$ cat src/rtl/tlp_pkg.sv
// Package for the trace line parser: parse phases, status and kind codes,
// character codes and the structs passed between the parser modules.
// No dependencies.
package tlp_pkg;

  localparam int unsigned LineCharsDefault = 255;

  localparam int unsigned AddrW = 64;
  localparam int unsigned SizeW = 32;
  localparam int unsigned SizeAccW = 33;
  localparam int unsigned CountW = 32;

  typedef enum logic [3:0] {
    PH_LEAD     = 4'd0,
    PH_OPWS     = 4'd1,
    PH_SIGN     = 4'd2,
    PH_ZERO     = 4'd3,
    PH_DIGITS   = 4'd4,
    PH_PREFIX   = 4'd5,
    PH_SIZEWS   = 4'd6,
    PH_SIZESIGN = 4'd7,
    PH_SIZEDIG  = 4'd8,
    PH_DONE     = 4'd9
  } phase_e;

  typedef enum logic [1:0] {
    LS_RECORD    = 2'd0,
    LS_BLANK     = 2'd1,
    LS_MALFORMED = 2'd2
  } line_status_e;

  typedef enum logic [1:0] {
    AK_READ   = 2'd0,
    AK_WRITE  = 2'd1,
    AK_MODIFY = 2'd2
  } access_kind_e;

  localparam logic [7:0] ChNul   = 8'h00;
  localparam logic [7:0] ChTab   = 8'h09;
  localparam logic [7:0] ChLf    = 8'h0A;
  localparam logic [7:0] ChVt    = 8'h0B;
  localparam logic [7:0] ChFf    = 8'h0C;
  localparam logic [7:0] ChCr    = 8'h0D;
  localparam logic [7:0] ChSpace = 8'h20;
  localparam logic [7:0] ChHash  = 8'h23;
  localparam logic [7:0] ChPlus  = 8'h2B;
  localparam logic [7:0] ChComma = 8'h2C;
  localparam logic [7:0] ChMinus = 8'h2D;
  localparam logic [7:0] ChZero  = 8'h30;
  localparam logic [7:0] ChNine  = 8'h39;
  localparam logic [7:0] ChEqual = 8'h3D;
  localparam logic [7:0] ChUpA   = 8'h41;
  localparam logic [7:0] ChUpF   = 8'h46;
  localparam logic [7:0] ChUpI   = 8'h49;
  localparam logic [7:0] ChUpL   = 8'h4C;
  localparam logic [7:0] ChUpM   = 8'h4D;
  localparam logic [7:0] ChUpR   = 8'h52;
  localparam logic [7:0] ChUpS   = 8'h53;
  localparam logic [7:0] ChUpW   = 8'h57;
  localparam logic [7:0] ChUpX   = 8'h58;
  localparam logic [7:0] ChLoA   = 8'h61;
  localparam logic [7:0] ChLoF   = 8'h66;
  localparam logic [7:0] ChLoX   = 8'h78;
  localparam logic [7:0] ChLoZ   = 8'h7A;
  localparam logic [7:0] CaseGap = 8'h20;

  typedef struct packed {
    logic neg;
    logic ovf;
    logic dig;
    logic pfx;
  } addr_flags_t;

  typedef struct packed {
    logic neg;
    logic ovf;
    logic dig;
  } size_flags_t;

  typedef struct packed {
    logic       vld;
    logic [7:0] text_byte;
    logic       end_of_text;
  } stage_t;

  typedef struct packed {
    logic                    close;
    line_status_e            status;
    access_kind_e            kind;
    logic [AddrW-1:0]        address;
    logic signed [SizeW-1:0] size;
  } line_result_t;

endpackage

$ cat src/rtl/tlp_in_if.sv
// Input channel of the trace line parser: one text byte per transfer.
// Depends on nothing.
interface tlp_in_if;
  logic       valid;
  logic       ready;
  logic [7:0] text_byte;
  logic       end_of_text;

  modport source (output valid, output text_byte, output end_of_text, input ready);
  modport sink (input valid, input text_byte, input end_of_text, output ready);
endinterface

$ cat src/rtl/tlp_out_if.sv
// Output channel of the trace line parser: one parsed line per transfer.
// Depends on nothing.
interface tlp_out_if;
  logic               valid;
  logic               ready;
  logic [1:0]         line_status;
  logic [1:0]         access_kind;
  logic [63:0]        address;
  logic signed [31:0] access_size;
  logic [31:0]        lines_seen;
  logic [31:0]        records_seen;
  logic [31:0]        skipped_seen;

  modport source (output valid, output line_status, output access_kind, output address,
                  output access_size, output lines_seen, output records_seen,
                  output skipped_seen, input ready);
  modport sink (input valid, input line_status, input access_kind, input address,
                input access_size, input lines_seen, input records_seen,
                input skipped_seen, output ready);
endinterface

$ cat src/rtl/tlp_in_stage.sv
// Input register of the trace line parser: holds one text byte until the
// parse stage takes it. Depends on tlp_pkg.
module tlp_in_stage (
  input  logic            clk_i,
  input  logic            rst_ni,
  input  logic            load_i,
  input  logic            adv_i,
  input  logic [7:0]      text_byte_i,
  input  logic            end_of_text_i,
  output tlp_pkg::stage_t stage_o
);
  import tlp_pkg::*;

  logic       vld_q, vld_d;
  logic [7:0] byte_q;
  logic       eot_q;

  always_comb begin
    vld_d = vld_q;
    if (load_i) begin
      vld_d = 1'b1;
    end else if (adv_i) begin
      vld_d = 1'b0;
    end
  end

  always_ff @(posedge clk_i or negedge rst_ni) begin
    if (!rst_ni) begin
      vld_q <= 1'b0;
    end else begin
      vld_q <= vld_d;
    end
  end

  always_ff @(posedge clk_i) begin
    if (load_i) begin
      byte_q <= text_byte_i;
      eot_q  <= end_of_text_i;
    end
  end

  assign stage_o = '{vld: vld_q, text_byte: byte_q, end_of_text: eot_q};
endmodule

$ cat src/rtl/tlp_line_fsm.sv
// Per-byte line parser: phase register, address and size accumulators and
// the column count; reports each closed line. Depends on tlp_pkg.
module tlp_line_fsm #(
  parameter int unsigned LINE_CHARS = tlp_pkg::LineCharsDefault
) (
  input  logic                  clk_i,
  input  logic                  rst_ni,
  input  logic                  adv_i,
  input  tlp_pkg::stage_t       stage_i,
  output tlp_pkg::line_result_t result_o
);
  import tlp_pkg::*;

  localparam int unsigned ColW = $clog2(LINE_CHARS + 1);
  localparam logic [ColW-1:0] ColLimit = ColW'(LINE_CHARS);

  phase_e                phase_q, phase_d, ph;
  logic [ColW-1:0]       col_q, col_d, col_inc;
  access_kind_e          kind_q, kind_d, kind;
  line_status_e          status_q, status_d, status;
  logic [AddrW-1:0]      acc_q, acc_d, acc;
  addr_flags_t           af_q, af_d, af;
  logic [SizeAccW-1:0]   sacc_q, sacc_d, sacc;
  size_flags_t           sf_q, sf_d, sf;

  logic [7:0]            c, uc;
  logic                  is_sp, is_sign, is_dec, hv;
  logic [3:0]            hd;
  logic [SizeAccW+2:0]   dec_prod;
  logic                  close;
  line_status_e          fin_status;
  logic [AddrW-1:0]      fin_addr;
  logic [SizeW-1:0]      fin_size;

  assign c = stage_i.text_byte;

  always_comb begin
    uc = c;
    if (c >= ChLoA && c <= ChLoZ) begin
      uc = c - CaseGap;
    end
    is_sp = (c == ChSpace) || (c == ChTab) || (c == ChLf) || (c == ChVt) ||
            (c == ChFf) || (c == ChCr);
    is_sign = (c == ChPlus) || (c == ChMinus);
    is_dec = (c >= ChZero) && (c <= ChNine);
    hv = 1'b1;
    hd = 4'd0;
    if (is_dec) begin
      hd = 4'(c - ChZero);
    end else if (uc >= ChUpA && uc <= ChUpF) begin
      hd = 4'(uc - ChUpA + 8'd10);
    end else begin
      hv = 1'b0;
    end
    dec_prod = ({3'b000, sacc_q} << 3) + ({3'b000, sacc_q} << 1) +
               (SizeAccW+3)'(c - ChZero);
  end

  always_comb begin
    ph     = phase_q;
    kind   = kind_q;
    status = status_q;
    acc    = acc_q;
    af     = af_q;
    sacc   = sacc_q;
    sf     = sf_q;
    unique case (phase_q)
      PH_LEAD: begin
        if (c == ChSpace || c == ChTab) begin
          ph = PH_LEAD;
        end else if (c == ChNul || c == ChLf || c == ChCr || c == ChHash || c == ChEqual) begin
          status = LS_BLANK;
          ph     = PH_DONE;
        end else if (uc == ChUpR || uc == ChUpI || uc == ChUpL) begin
          kind = AK_READ;
          ph   = PH_OPWS;
        end else if (uc == ChUpW || uc == ChUpS) begin
          kind = AK_WRITE;
          ph   = PH_OPWS;
        end else if (uc == ChUpM) begin
          kind = AK_MODIFY;
          ph   = PH_OPWS;
        end else begin
          status = LS_MALFORMED;
          ph     = PH_DONE;
        end
      end
      PH_OPWS, PH_SIGN: begin
        if (phase_q == PH_OPWS && is_sp) begin
          ph = PH_OPWS;
        end else if (phase_q == PH_OPWS && is_sign) begin
          af.neg = (c == ChMinus);
          ph     = PH_SIGN;
        end else if (!hv) begin
          status = LS_MALFORMED;
          ph     = PH_DONE;
        end else begin
          af.dig = 1'b1;
          if (!af_q.ovf) begin
            if (acc_q[AddrW-1 -: 4] != 4'd0) begin
              af.ovf = 1'b1;
            end else begin
              acc = {acc_q[AddrW-5:0], hd};
            end
          end
          ph = (c == ChZero) ? PH_ZERO : PH_DIGITS;
        end
      end
      PH_ZERO, PH_DIGITS, PH_PREFIX: begin
        if (phase_q == PH_ZERO && (c == ChLoX || c == ChUpX)) begin
          af.pfx = 1'b1;
          ph     = PH_PREFIX;
        end else if (hv) begin
          af.dig = 1'b1;
          if (!af_q.ovf) begin
            if (acc_q[AddrW-1 -: 4] != 4'd0) begin
              af.ovf = 1'b1;
            end else begin
              acc = {acc_q[AddrW-5:0], hd};
            end
          end
          ph = PH_DIGITS;
        end else if (phase_q != PH_PREFIX && c == ChComma) begin
          ph = PH_SIZEWS;
        end else begin
          status = LS_RECORD;
          ph     = PH_DONE;
        end
      end
      PH_SIZEWS, PH_SIZESIGN, PH_SIZEDIG: begin
        if (phase_q == PH_SIZEWS && is_sp) begin
          ph = PH_SIZEWS;
        end else if (phase_q == PH_SIZEWS && is_sign) begin
          sf.neg = (c == ChMinus);
          ph     = PH_SIZESIGN;
        end else if (is_dec) begin
          sf.dig = 1'b1;
          if (!sf_q.ovf) begin
            if (dec_prod > (SizeAccW+3)'(36'h8000_0000)) begin
              sacc   = SizeAccW'(33'h0_8000_0000);
              sf.ovf = 1'b1;
            end else begin
              sacc = dec_prod[SizeAccW-1:0];
            end
          end
          ph = PH_SIZEDIG;
        end else begin
          status = LS_RECORD;
          ph     = PH_DONE;
        end
      end
      default: begin
        ph = phase_q;
      end
    endcase
  end

  assign col_inc = col_q + ColW'(1);
  assign close = (c == ChLf) || (col_inc >= ColLimit) || stage_i.end_of_text;

  always_comb begin
    if (ph == PH_DONE) begin
      fin_status = status;
    end else if (ph == PH_LEAD) begin
      fin_status = LS_BLANK;
    end else if (ph == PH_OPWS || ph == PH_SIGN) begin
      fin_status = LS_MALFORMED;
    end else begin
      fin_status = LS_RECORD;
    end

    if (af.ovf) begin
      fin_addr = '1;
    end else if (af.neg) begin
      fin_addr = '0 - acc;
    end else begin
      fin_addr = acc;
    end

    fin_size = '0;
    if (sf.dig) begin
      if (sf.neg) begin
        fin_size = (sacc >= SizeAccW'(33'h0_8000_0000)) ? 32'h8000_0000
                                                         : '0 - sacc[SizeW-1:0];
      end else begin
        fin_size = (sacc > SizeAccW'(33'h0_7FFF_FFFF)) ? 32'h7FFF_FFFF : sacc[SizeW-1:0];
      end
    end
  end

  always_comb begin
    result_o.close   = close;
    result_o.status  = fin_status;
    result_o.kind    = AK_READ;
    result_o.address = '0;
    result_o.size    = '0;
    if (fin_status == LS_RECORD) begin
      result_o.kind    = kind;
      result_o.address = fin_addr;
      result_o.size    = fin_size;
    end
  end

  always_comb begin
    phase_d  = phase_q;
    col_d    = col_q;
    kind_d   = kind_q;
    status_d = status_q;
    acc_d    = acc_q;
    af_d     = af_q;
    sacc_d   = sacc_q;
    sf_d     = sf_q;
    if (adv_i) begin
      if (close) begin
        phase_d  = PH_LEAD;
        col_d    = '0;
        kind_d   = AK_READ;
        status_d = LS_RECORD;
        acc_d    = '0;
        af_d     = '0;
        sacc_d   = '0;
        sf_d     = '0;
      end else begin
        phase_d  = ph;
        col_d    = col_inc;
        kind_d   = kind;
        status_d = status;
        acc_d    = acc;
        af_d     = af;
        sacc_d   = sacc;
        sf_d     = sf;
      end
    end
  end

  always_ff @(posedge clk_i or negedge rst_ni) begin
    if (!rst_ni) begin
      phase_q  <= PH_LEAD;
      col_q    <= '0;
      kind_q   <= AK_READ;
      status_q <= LS_RECORD;
      acc_q    <= '0;
      af_q     <= '0;
      sacc_q   <= '0;
      sf_q     <= '0;
    end else begin
      phase_q  <= phase_d;
      col_q    <= col_d;
      kind_q   <= kind_d;
      status_q <= status_d;
      acc_q    <= acc_d;
      af_q     <= af_d;
      sacc_q   <= sacc_d;
      sf_q     <= sf_d;
    end
  end
endmodule

$ cat src/rtl/trace_line_parser_top.sv
// Top level of the trace line parser: input register, line parser, result
// register and running counts. Depends on tlp_pkg, tlp_in_if, tlp_out_if,
// tlp_in_stage and tlp_line_fsm.
//
// Usage: feed trace text on in_i one byte per transfer; mark the last byte
// of the text with end_of_text. A line closes on a newline byte, after
// LINE_CHARS bytes without one, or on the marked byte, and then one result
// (status, kind, address, size and the running line, record and skip
// counts including that line) appears on out_o. Bytes that do not close a
// line give no result.
// Throughput: one byte per cycle while no result stalls on out_o, set by the
// single parse step between the input register and the result register.
// Path: a byte taken on in_i waits in the input register until it is parsed;
// a result that it closes is held in the result register until it transfers.
// Stall: while a result waits on out_o, one more byte is still taken into
// the input register; further bytes wait until the result transfers.
// Reset: asynchronous, active low; clears the parse state, empties both
// registers and zeroes the counts.
module trace_line_parser_top #(
  parameter int unsigned LINE_CHARS = tlp_pkg::LineCharsDefault
) (
  input  logic      clk_i,
  input  logic      rst_ni,
  tlp_in_if.sink    in_i,
  tlp_out_if.source out_o
);
  import tlp_pkg::*;

  stage_t           stage;
  line_result_t     res;
  logic             adv, load, emit;
  logic             out_vld_q, out_vld_d;
  line_status_e     status_q;
  access_kind_e     kind_q;
  logic [AddrW-1:0] addr_q;
  logic [SizeW-1:0] size_q;
  logic [CountW-1:0] lines_q, lines_d, recs_q, recs_d, skips_q, skips_d;

  assign adv  = stage.vld && (!out_vld_q || out_o.ready);
  assign load = in_i.valid && in_i.ready;
  assign emit = adv && res.close;
  assign in_i.ready = !stage.vld || adv;

  tlp_in_stage u_in_stage (
    .clk_i        (clk_i),
    .rst_ni       (rst_ni),
    .load_i       (load),
    .adv_i        (adv),
    .text_byte_i  (in_i.text_byte),
    .end_of_text_i(in_i.end_of_text),
    .stage_o      (stage)
  );

  tlp_line_fsm #(
    .LINE_CHARS(LINE_CHARS)
  ) u_line_fsm (
    .clk_i   (clk_i),
    .rst_ni  (rst_ni),
    .adv_i   (adv),
    .stage_i (stage),
    .result_o(res)
  );

  always_comb begin
    out_vld_d = out_vld_q;
    if (emit) begin
      out_vld_d = 1'b1;
    end else if (out_o.ready) begin
      out_vld_d = 1'b0;
    end
    lines_d = lines_q;
    recs_d  = recs_q;
    skips_d = skips_q;
    if (emit) begin
      if (lines_q != '1) begin
        lines_d = lines_q + CountW'(1);
      end
      if (res.status == LS_RECORD) begin
        if (recs_q != '1) begin
          recs_d = recs_q + CountW'(1);
        end
      end else if (skips_q != '1) begin
        skips_d = skips_q + CountW'(1);
      end
    end
  end

  always_ff @(posedge clk_i or negedge rst_ni) begin
    if (!rst_ni) begin
      out_vld_q <= 1'b0;
      lines_q   <= '0;
      recs_q    <= '0;
      skips_q   <= '0;
    end else begin
      out_vld_q <= out_vld_d;
      lines_q   <= lines_d;
      recs_q    <= recs_d;
      skips_q   <= skips_d;
    end
  end

  always_ff @(posedge clk_i or negedge rst_ni) begin
    if (!rst_ni) begin
      status_q <= LS_RECORD;
      kind_q   <= AK_READ;
      addr_q   <= '0;
      size_q   <= '0;
    end else if (emit) begin
      status_q <= res.status;
      kind_q   <= res.kind;
      addr_q   <= res.address;
      size_q   <= res.size;
    end
  end

  assign out_o.valid        = out_vld_q;
  assign out_o.line_status  = status_q;
  assign out_o.access_kind  = kind_q;
  assign out_o.address      = addr_q;
  assign out_o.access_size  = size_q;
  assign out_o.lines_seen   = lines_q;
  assign out_o.records_seen = recs_q;
  assign out_o.skipped_seen = skips_q;

  a_skip_fields_zero : assert property (@(posedge clk_i) disable iff (!rst_ni)
    out_vld_q && status_q != LS_RECORD |-> kind_q == AK_READ && addr_q == '0 && size_q == '0)
    else $error("non-record line carries payload");

  a_counts_order : assert property (@(posedge clk_i) disable iff (!rst_ni)
    lines_q >= recs_q && lines_q >= skips_q)
    else $error("line count below record or skip count");

  a_lines_step : assert property (@(posedge clk_i) disable iff (!rst_ni)
    emit && lines_q != '1 |=> lines_q == $past(lines_q) + CountW'(1))
    else $error("line count did not advance on a closed line");

  a_no_overrun : assert property (@(posedge clk_i) disable iff (!rst_ni)
    out_vld_q && !out_o.ready |-> !emit)
    else $error("result overwritten while stalled");
endmodule
$ cat src/flat_wrapper.sv
// flat-port wrapper written by rule: the top's interface ports become plain ports
module trace_line_parser_top_flat import tlp_pkg::*;
#(
  parameter int unsigned LINE_CHARS = tlp_pkg::LineCharsDefault
)
  (clk_i, rst_ni, in_i_valid, in_i_text_byte, in_i_end_of_text, in_i_ready, out_o_valid, out_o_line_status, out_o_access_kind, out_o_address, out_o_access_size, out_o_lines_seen, out_o_records_seen, out_o_skipped_seen, out_o_ready);
  tlp_in_if in_i_i ();
  tlp_out_if out_o_i ();
  input  logic clk_i;
  input  logic rst_ni;
  input wire logic [$bits(in_i_i.valid)-1:0] in_i_valid;
  input wire logic [$bits(in_i_i.text_byte)-1:0] in_i_text_byte;
  input wire logic [$bits(in_i_i.end_of_text)-1:0] in_i_end_of_text;
  output wire logic [$bits(in_i_i.ready)-1:0] in_i_ready;
  output wire logic [$bits(out_o_i.valid)-1:0] out_o_valid;
  output wire logic [$bits(out_o_i.line_status)-1:0] out_o_line_status;
  output wire logic [$bits(out_o_i.access_kind)-1:0] out_o_access_kind;
  output wire logic [$bits(out_o_i.address)-1:0] out_o_address;
  output wire logic [$bits(out_o_i.access_size)-1:0] out_o_access_size;
  output wire logic [$bits(out_o_i.lines_seen)-1:0] out_o_lines_seen;
  output wire logic [$bits(out_o_i.records_seen)-1:0] out_o_records_seen;
  output wire logic [$bits(out_o_i.skipped_seen)-1:0] out_o_skipped_seen;
  input wire logic [$bits(out_o_i.ready)-1:0] out_o_ready;
  assign in_i_i.valid = in_i_valid;
  assign in_i_i.text_byte = in_i_text_byte;
  assign in_i_i.end_of_text = in_i_end_of_text;
  assign in_i_ready = in_i_i.ready;
  assign out_o_valid = out_o_i.valid;
  assign out_o_line_status = out_o_i.line_status;
  assign out_o_access_kind = out_o_i.access_kind;
  assign out_o_address = out_o_i.address;
  assign out_o_access_size = out_o_i.access_size;
  assign out_o_lines_seen = out_o_i.lines_seen;
  assign out_o_records_seen = out_o_i.records_seen;
  assign out_o_skipped_seen = out_o_i.skipped_seen;
  assign out_o_i.ready = out_o_ready;
  trace_line_parser_top #(.LINE_CHARS(LINE_CHARS)) u_core (.clk_i(clk_i), .rst_ni(rst_ni), .in_i(in_i_i), .out_o(out_o_i));
endmodule
$ cat config.mk
export PLATFORM = sky130hd
export DESIGN_NAME = trace_line_parser_top_flat
export DESIGN_NICKNAME = d
export VERILOG_FILES = /design/src/rtl/tlp_pkg.sv /design/src/rtl/tlp_in_if.sv /design/src/rtl/tlp_out_if.sv /design/src/rtl/tlp_in_stage.sv /design/src/rtl/tlp_line_fsm.sv /design/src/rtl/trace_line_parser_top.sv /design/src/flat_wrapper.sv
export SDC_FILE = /design/constraint.sdc
export NUM_CORES = 1
export LEC_CHECK = 0
export BUFFER_PORTS_ARGS = -buffer_cell sky130_fd_sc_hd__buf_2
export CORE_MARGIN = 8
export CORE_UTILIZATION = 52
export DETAILED_ROUTE_END_ITERATION = 12
export PLACE_DENSITY_LB_ADDON = 0.12
export SYNTH_ARGS = -nofsm -noshare
export SYNTH_HDL_FRONTEND = slang
export SYNTH_SLANG_ARGS = --single-unit
export TNS_END_PERCENT = 5
$ cat constraint.sdc
create_clock -name clk_i -period 8 [get_ports clk_i]
set_clock_uncertainty 0.2 [all_clocks]
set_input_delay 2 -clock clk_i [delete_from_list [all_inputs] [get_ports clk_i]]
set_output_delay 2 -clock clk_i [all_outputs]
set_load 0.02 [all_outputs]
======== Yosys cells after proc, flatten, opt, wreduce, memory -nomap -nowiden ========
Cells that the tools add are included.
operators by class
  add/subtract/negate cells ............... 13
  magnitude comparators ................... 10
  equality and inequality tests ........... 40
  mux-type cells .......................... 95
  bitwise operators ....................... 1
  reduce and logical (&&, ||, !) cells .... 51
operators with widths
  operator                                                        count
  two-way mux 64 bit                                              9
  two-way mux 33 bit                                              7
  two-way mux 32 bit                                              4
  one-hot mux 64 bit (2 select lines)                             1
  two-way mux 98 bit                                              1
  adder 32 x 1 -> 32 bit, second input constant                   3
  != test 32 bit, second input constant                           3
  two-way mux 4 bit                                               17
  equality test 8 x 7 -> 1 bit, second input constant             8
  subtractor 1 x 64 -> 64 bit, first input constant               1
  two-way mux 2 bit                                               30
  equality test 8 x 6 -> 1 bit, second input constant             7
  equality test 8 x 4 -> 1 bit, second input constant             5
  adder 36 x 34 -> 36 bit                                         1
  adder 36 bit                                                    1
  > comparator 36 x 32 -> 1 bit, second input constant            1
  >= comparator 33 x 32 -> 1 bit, second input constant           1
  > comparator 33 x 31 -> 1 bit, second input constant            1
  subtractor 1 x 32 -> 32 bit, first input constant               1
  logical OR 1 bit                                                19
  equality test 4 x 3 -> 1 bit, second input constant             4
  >= comparator 8 x 7 -> 1 bit, second input constant             2
  less-or-equal comparator 8 x 7 -> 1 bit, second input constant  2
  two-way mux 1 bit                                               16
  other kinds (33)                                                65
storage, ports and cells
  bits in registers ....................... 326
  input port bits ......................... 13
  output and inout bits ................... 198
  logic and storage cells ................. 233

======== Longest topological paths before layout ========
  depth after elaboration ................. 19
  gate-level depth with buffers ........... 29
  gate-level depth less buffers ........... 25

======== Hierarchy ========
A second synthesis with hierarchy kept.
unflattened totals
  cells, all modules ...................... 2,781
  area total of the unflattened synthesis .. 23,303.6 um^2
modules (own cells, without submodules)
  module                 instances  cells an instance  area an instance (um^2)  sequential area each (um^2)
  tlp_line_fsm           1          1,893              14,488.9                 2,952.8
  trace_line_parser_top  1          874                8,493.1                  4,929.7
  tlp_in_stage           1          14                 321.6                    295.3

======== Worst setup path after synthesis ========
OpenSTA, ideal clock, no wires.
  path type ............................... flip-flop to flip-flop
  start ................................... register u_core.u_in_stage.byte_q[4]
  end ..................................... register u_core.size_q[23] (netlist: u_core.out_o.access_size[23])
  setup time .............................. 96 ps
  arrival ................................. 7,710 ps
  data required time ...................... 7,704 ps
  setup slack ............................. -5 ps
  cell stages (with the launch flop) ...... 28
  path buffers ............................ 5
  period minus slack after synthesis ...... 8,005 ps
  cells stage by stage .................... edfxtp_1 -> ha_1 -> buf_2 -> nor2_1 -> fa_1 -> ha_1 -> clkbuf_1 -> and4_1 -> nor2b_1 -> a221o_1 -> o2111a_1 -> a311o_1 -> nor2_2 -> o31ai_4 -> and2_1 -> buf_2 -> a22oi_1 -> inv_1 -> ha_1 -> a221oi_1 -> o211ai_1 -> a2111oi_0 -> o2111a_1 -> and4_1 -> buf_4 -> buf_4 -> o2bb2ai_1 -> o31ai_1
between the ends
  word-level cells in the longest chain between the ends .. 18
  elaborated cells between the ends (all ways) .. 119
  classes of those cells .................. add/sub (4); order compare (9); eq/ne (23); mux (53); reduce/logical (30)
ends and longest elaborated chain
  element                                                RTL line                      source
  from (decl)                                            tlp_in_stage.sv:15            logic [7:0] byte_q;
  from (signal assigned)                                 tlp_in_stage.sv:37            byte_q <= text_byte_i;
  branches (longest 18 deep; another with adder 36 bit)  -
  to (signal assigned)                                   trace_line_parser_top.sv:112  size_q <= res.size;
  to (decl)                                              trace_line_parser_top.sv:36   logic [SizeW-1:0] size_q;
Several ways; the timed one is not identified. The select of a mux whose other input is x is not followed.
A chain may end at the register's enable or synchronous reset.

======== Final worst setup path ========
  start ................................... register u_core.u_in_stage.byte_q[4]
  end ..................................... register u_core.size_q[30] (netlist: u_core.out_o.access_size[30])
The elaborated chain is that of the path after synthesis.

==> run_results.csv <==
group,metric,value,unit
run_status,status,"finished, final reports clean",
power,switching_share,34.5,%
finish,fillers,3897,
placement,hpwl,56600,um
die,ios,211,
placement,port_buffers,210,
yosys,syn_area,22500,um2
global_routing,grt_pass1_wl,122000,um
critical_path,worstSetupStartpoint,"u_core.u_in_stage.byte_q[4]",
worst_hold_path,holdCritStartpoint,"u_core.out_o.address[35]",
yosys,synth_edf_count,9,
finish,nets,2843,
global_routing,grt_max_degree,163,
cts,cts-buffers-inserted,37,
sta,period_share,94.7,%
finish,fin_cells,3354,
worst_hold_path,whs_path_depth,2,
drt,dr.first_iter.drc_count,2422,
drt,via_per_inst,6.54,
cts,clk-insertion-delay-late,560,ps
critical_path,crit_path_max_incr_delay,530,ps
sta,setup_viol,0,
power,seqPwrFrac,39.5,%
global_routing,antenna_found_initial,0,
yosys,syn_avg_cell_area,8.65,um2
critical_path,crit_path_start_kind,"flip-flop",
power,power_switching,1.59,mW
global_routing,grt_usage,30.1,%
sta,finalWorstSetupSlack,424,ps
die,core_area,42900,um2
power,power.density,182,nW/um2
sta,fin_tns_setup,0,ps
die,die_w,224,um
power,peakVddDrop,0.134,mV
sta,timing.fmax,132,MHz
critical_path,critPathTopFamily,"compound AO/OA/AOI/OAI gates",
power,p_leak,11.7,nW
critical_path,path_max_fanout,28,
yosys,synth_nets,2698,
cts,cts_max_path_buffers,3,
worst_hold_path,hold_path_class,"flip-flop to flip-flop",
sta,grt_setup_unrepaired,"no",
cts,cts-resized-gates,0,
finish,area_growth,12.7,%
critical_path,path_class,"flip-flop to flip-flop",
cts,clkSinkCount,325,
placement,dp_cells,3289,
finish,insertedDiodeCount,0,
placement,place_congestion,0.960,
cts,clock-root-buffer,"clkbuf_16",
global_routing,grt_pass1_vias,20700,
finish,layout-drive-gt1-share,13.8,%
worst_hold_path,min_to,"u_core.out_o.address[35]",
cts,cts_tree,"done",
drt,route.detailed.drc,0,
yosys,synth_warnings,0,
drt,wl_per_cell,23.1,um
critical_path,cp_cell_sequence,"ha_1, nor2_4, buf_12, fa_1, ha_1, a21oi_1, o21ai_0, a221o_1, a221oi_1, a21oi_1, nor2_1, nor3_1, and2_1, a22oi_1, inv_1, ha_1, a221oi_1, o211ai_1, a2111oi_0, o2111a_1, and4_1, buf_4, o21ai_2, o311ai_1",
critical_path,r2r_setup_slack,420,ps
sta,timing.hold.ws,263,ps
global_routing,use_met1,42.2,%
critical_path,cp.arrival,7840,ps
die,fp.dieH,224,um
sta,worst_slew_pin_slew,1250,ps
critical_path,r2r-start,"u_core.u_in_stage.byte_q[4]",
yosys,synthArstFlopShare,97.2,%
critical_path,cp-end-kind,"flip-flop",
global_routing,met3_usage,6.06,%
power,clock_power_share,37.6,%
die,rows,76,
global_routing,grt.busiest_layer,"met2",
critical_path,crit_buf_inv,3,
yosys,seq_area_frac_synth,36.4,%
drt,dr.pass1.iters,6,
sta,max-slew-margin-rel,16.3,%
drt,antenna_left,0,
flow_run,drv_cap,0,
yosys,ys.flop_type,"dfrtp_1",
global_routing,overflow,0,
yosys,netlist_instances,2598,
drt,totalWireLength,77500,um
die,initial_core_util,52.4,%
critical_path,crit_top_cell,"ha_1",
drt,vias,21900,
critical_path,critPathRequiredTime,8260,ps
global_routing,grt_util_met2,47.4,%
critical_path,r2r-end,"u_core.out_o.access_size[30]",
power,p_int,3.02,mW
critical_path,r2r_cells,24,
sta,hold_viol,0,
die,die_area,50100,um2
sta,min_period,7580,ps
placement,pre_cts_ws,549,ps
critical_path,critPathSlowestCell,"edfxtp_1",
yosys,netlist-cell-type-count,98,
sta,maxSlewViolCount,0,
finish,postLayoutCoreUtil,59.0,%
cts,hold_buffers,0,
cts,htreeDepth,2,
cts,path_clk_slew,60,ps
yosys,ys_ff_latch,325,
cts,cts_setup_buffers,0,
power,p_comb_share,22.9,%
tightest hold or removal path, stage by stage (launching register included):
cell,delay (ps)
dfrtp_1,330
nand2_1,50
nand2_1,50
cell usage after synthesis (58+ instances only):
library cell  number  area share [%]
nor3_1            96             2.1
clkbuf_1         120             2.0
nor2_1           153             2.6
xor2_1            60             2.3
nand4_1           70             1.9
xnor2_1          102             4.0
nand2_1          354             5.9
a21oi_1          110             2.5
nand3_1           93             2.1
mux2i_1           64             2.9
dfrtp_1          316              35
a22o_1            58             2.3
o21ai_0          231             5.1
worst max path at each step:
stage | endpoint | slack (ps) | depth (start not counted)
after CTS | u_core.out_o.access_size[30] | 560 | 24
after floorplan | u_core.out_o.access_size[23] | 640 | 27
after global placement | u_core.out_o.access_size[30] | 830 | 25
final | u_core.out_o.access_size[30] | 420 | 24
after detailed placement | u_core.out_o.access_size[30] | 550 | 24
after global routing | u_core.out_o.access_size[30] | 30 | 25
layout by cell type (no fill, tap or decap), drive strengths merged, types with 11 or more instances in the layout:
master	netlist	layout
nand3	93	93
o41ai	15	15
a22oi	20	20
o31ai	50	50
buf	34	262
or3	24	24
nor2b	18	18
a31oi	28	28
a21o	19	19
ha	55	55
o211ai	18	18
clkbuf	122	48
or2	12	12
dfrtp	316	316
nor4	42	42
inv	35	36
mux2i	64	64
and4	22	22
o21a	20	20
nand2	355	355
xnor2	102	102
xor2	60	60
and2	29	29
fa	32	32
a32oi	16	16
nor2	156	156
a22o	58	58
o22ai	11	11
and3	55	55
o21ai	246	246
nand4	70	70
a21oi	111	111
nand2b	11	11
or4	19	19
nor3	98	98
routing by layer:
layer | wire (um) | vias to the layer above | share of wire, %
li1 | - | 9947 | -
met1 | 33900 | 10800 | 44
met2 | 35400 | 1007 | 46
met3 | 6550 | 131 | 8.4
met4 | 1740 | 0 | 2.2
met5 | 0 | - | 0
through the flow:
step,power (mW),cell area [um2]
2_1_floorplan,2.48,22500
5_1_grt,4.79,25300
3_3_place_gp,2.88,24100
4_1_cts,4.63,25300
6_report,4.62,25300
3_5_place_dp,2.89,24100
sequential cells by signal, summed over array words and instances (netlist names), 2 cells and up:
register                    cells
u_core.out_o.access_kind        2
u_core.u_line_fsm.phase_q       4
u_core.u_line_fsm.status_q      2
u_core.u_line_fsm.sf_q          3
u_core.u_line_fsm.kind_q        2
u_core.out_o.access_size       32
u_core.out_o.lines_seen        32
u_core.u_in_stage.byte_q        8
u_core.u_line_fsm.col_q         8
u_core.u_line_fsm.af_q          2
u_core.u_line_fsm.sacc_q       33
u_core.out_o.address           64
u_core.out_o.records_seen      32
u_core.u_line_fsm.acc_q        64
u_core.out_o.line_status        2
u_core.out_o.skipped_seen      32
logic make-up (layout without fill, tap and decap cells):
kind of cell / count (synthesis) / after routing / synth area share (%)
AO/OA/AOI/OAI: 720 / 720 / 21.4
flip-flops: 325 / 325 / 36.4
XOR/XNOR: 162 / 162 / 6.32
multiplexers: 74 / 74 / 3.35
AND/OR/NAND/NOR: 1039 / 1039 / 23.1
adder cells (fa/ha/maj): 87 / 87 / 5.92
buffers and inverters: 191 / 362 / 3.50
cell type report:
class                   count  area, um2  area share, %
clock buffers              48       1050           4.15
clock inverters            17        171          0.677
inverters                  35        131          0.519
multi-input cells        2082      13600           53.6
flip-flops and latches    325       8180           32.3
well taps                 585        732           2.89
repair buffers            262       1490           5.88
power by group through the flow:
stage	clock network [mW]	logic, mW	registers [mW]
detailed placement	0	1.04	1.85
finish	1.74	1.06	1.82
CTS	1.77	1.04	1.82
global placement	0	1.03	1.85
global route	1.82	1.14	1.84
floorplan	0	0.579	1.90
(Power assumes the default switching activity.)
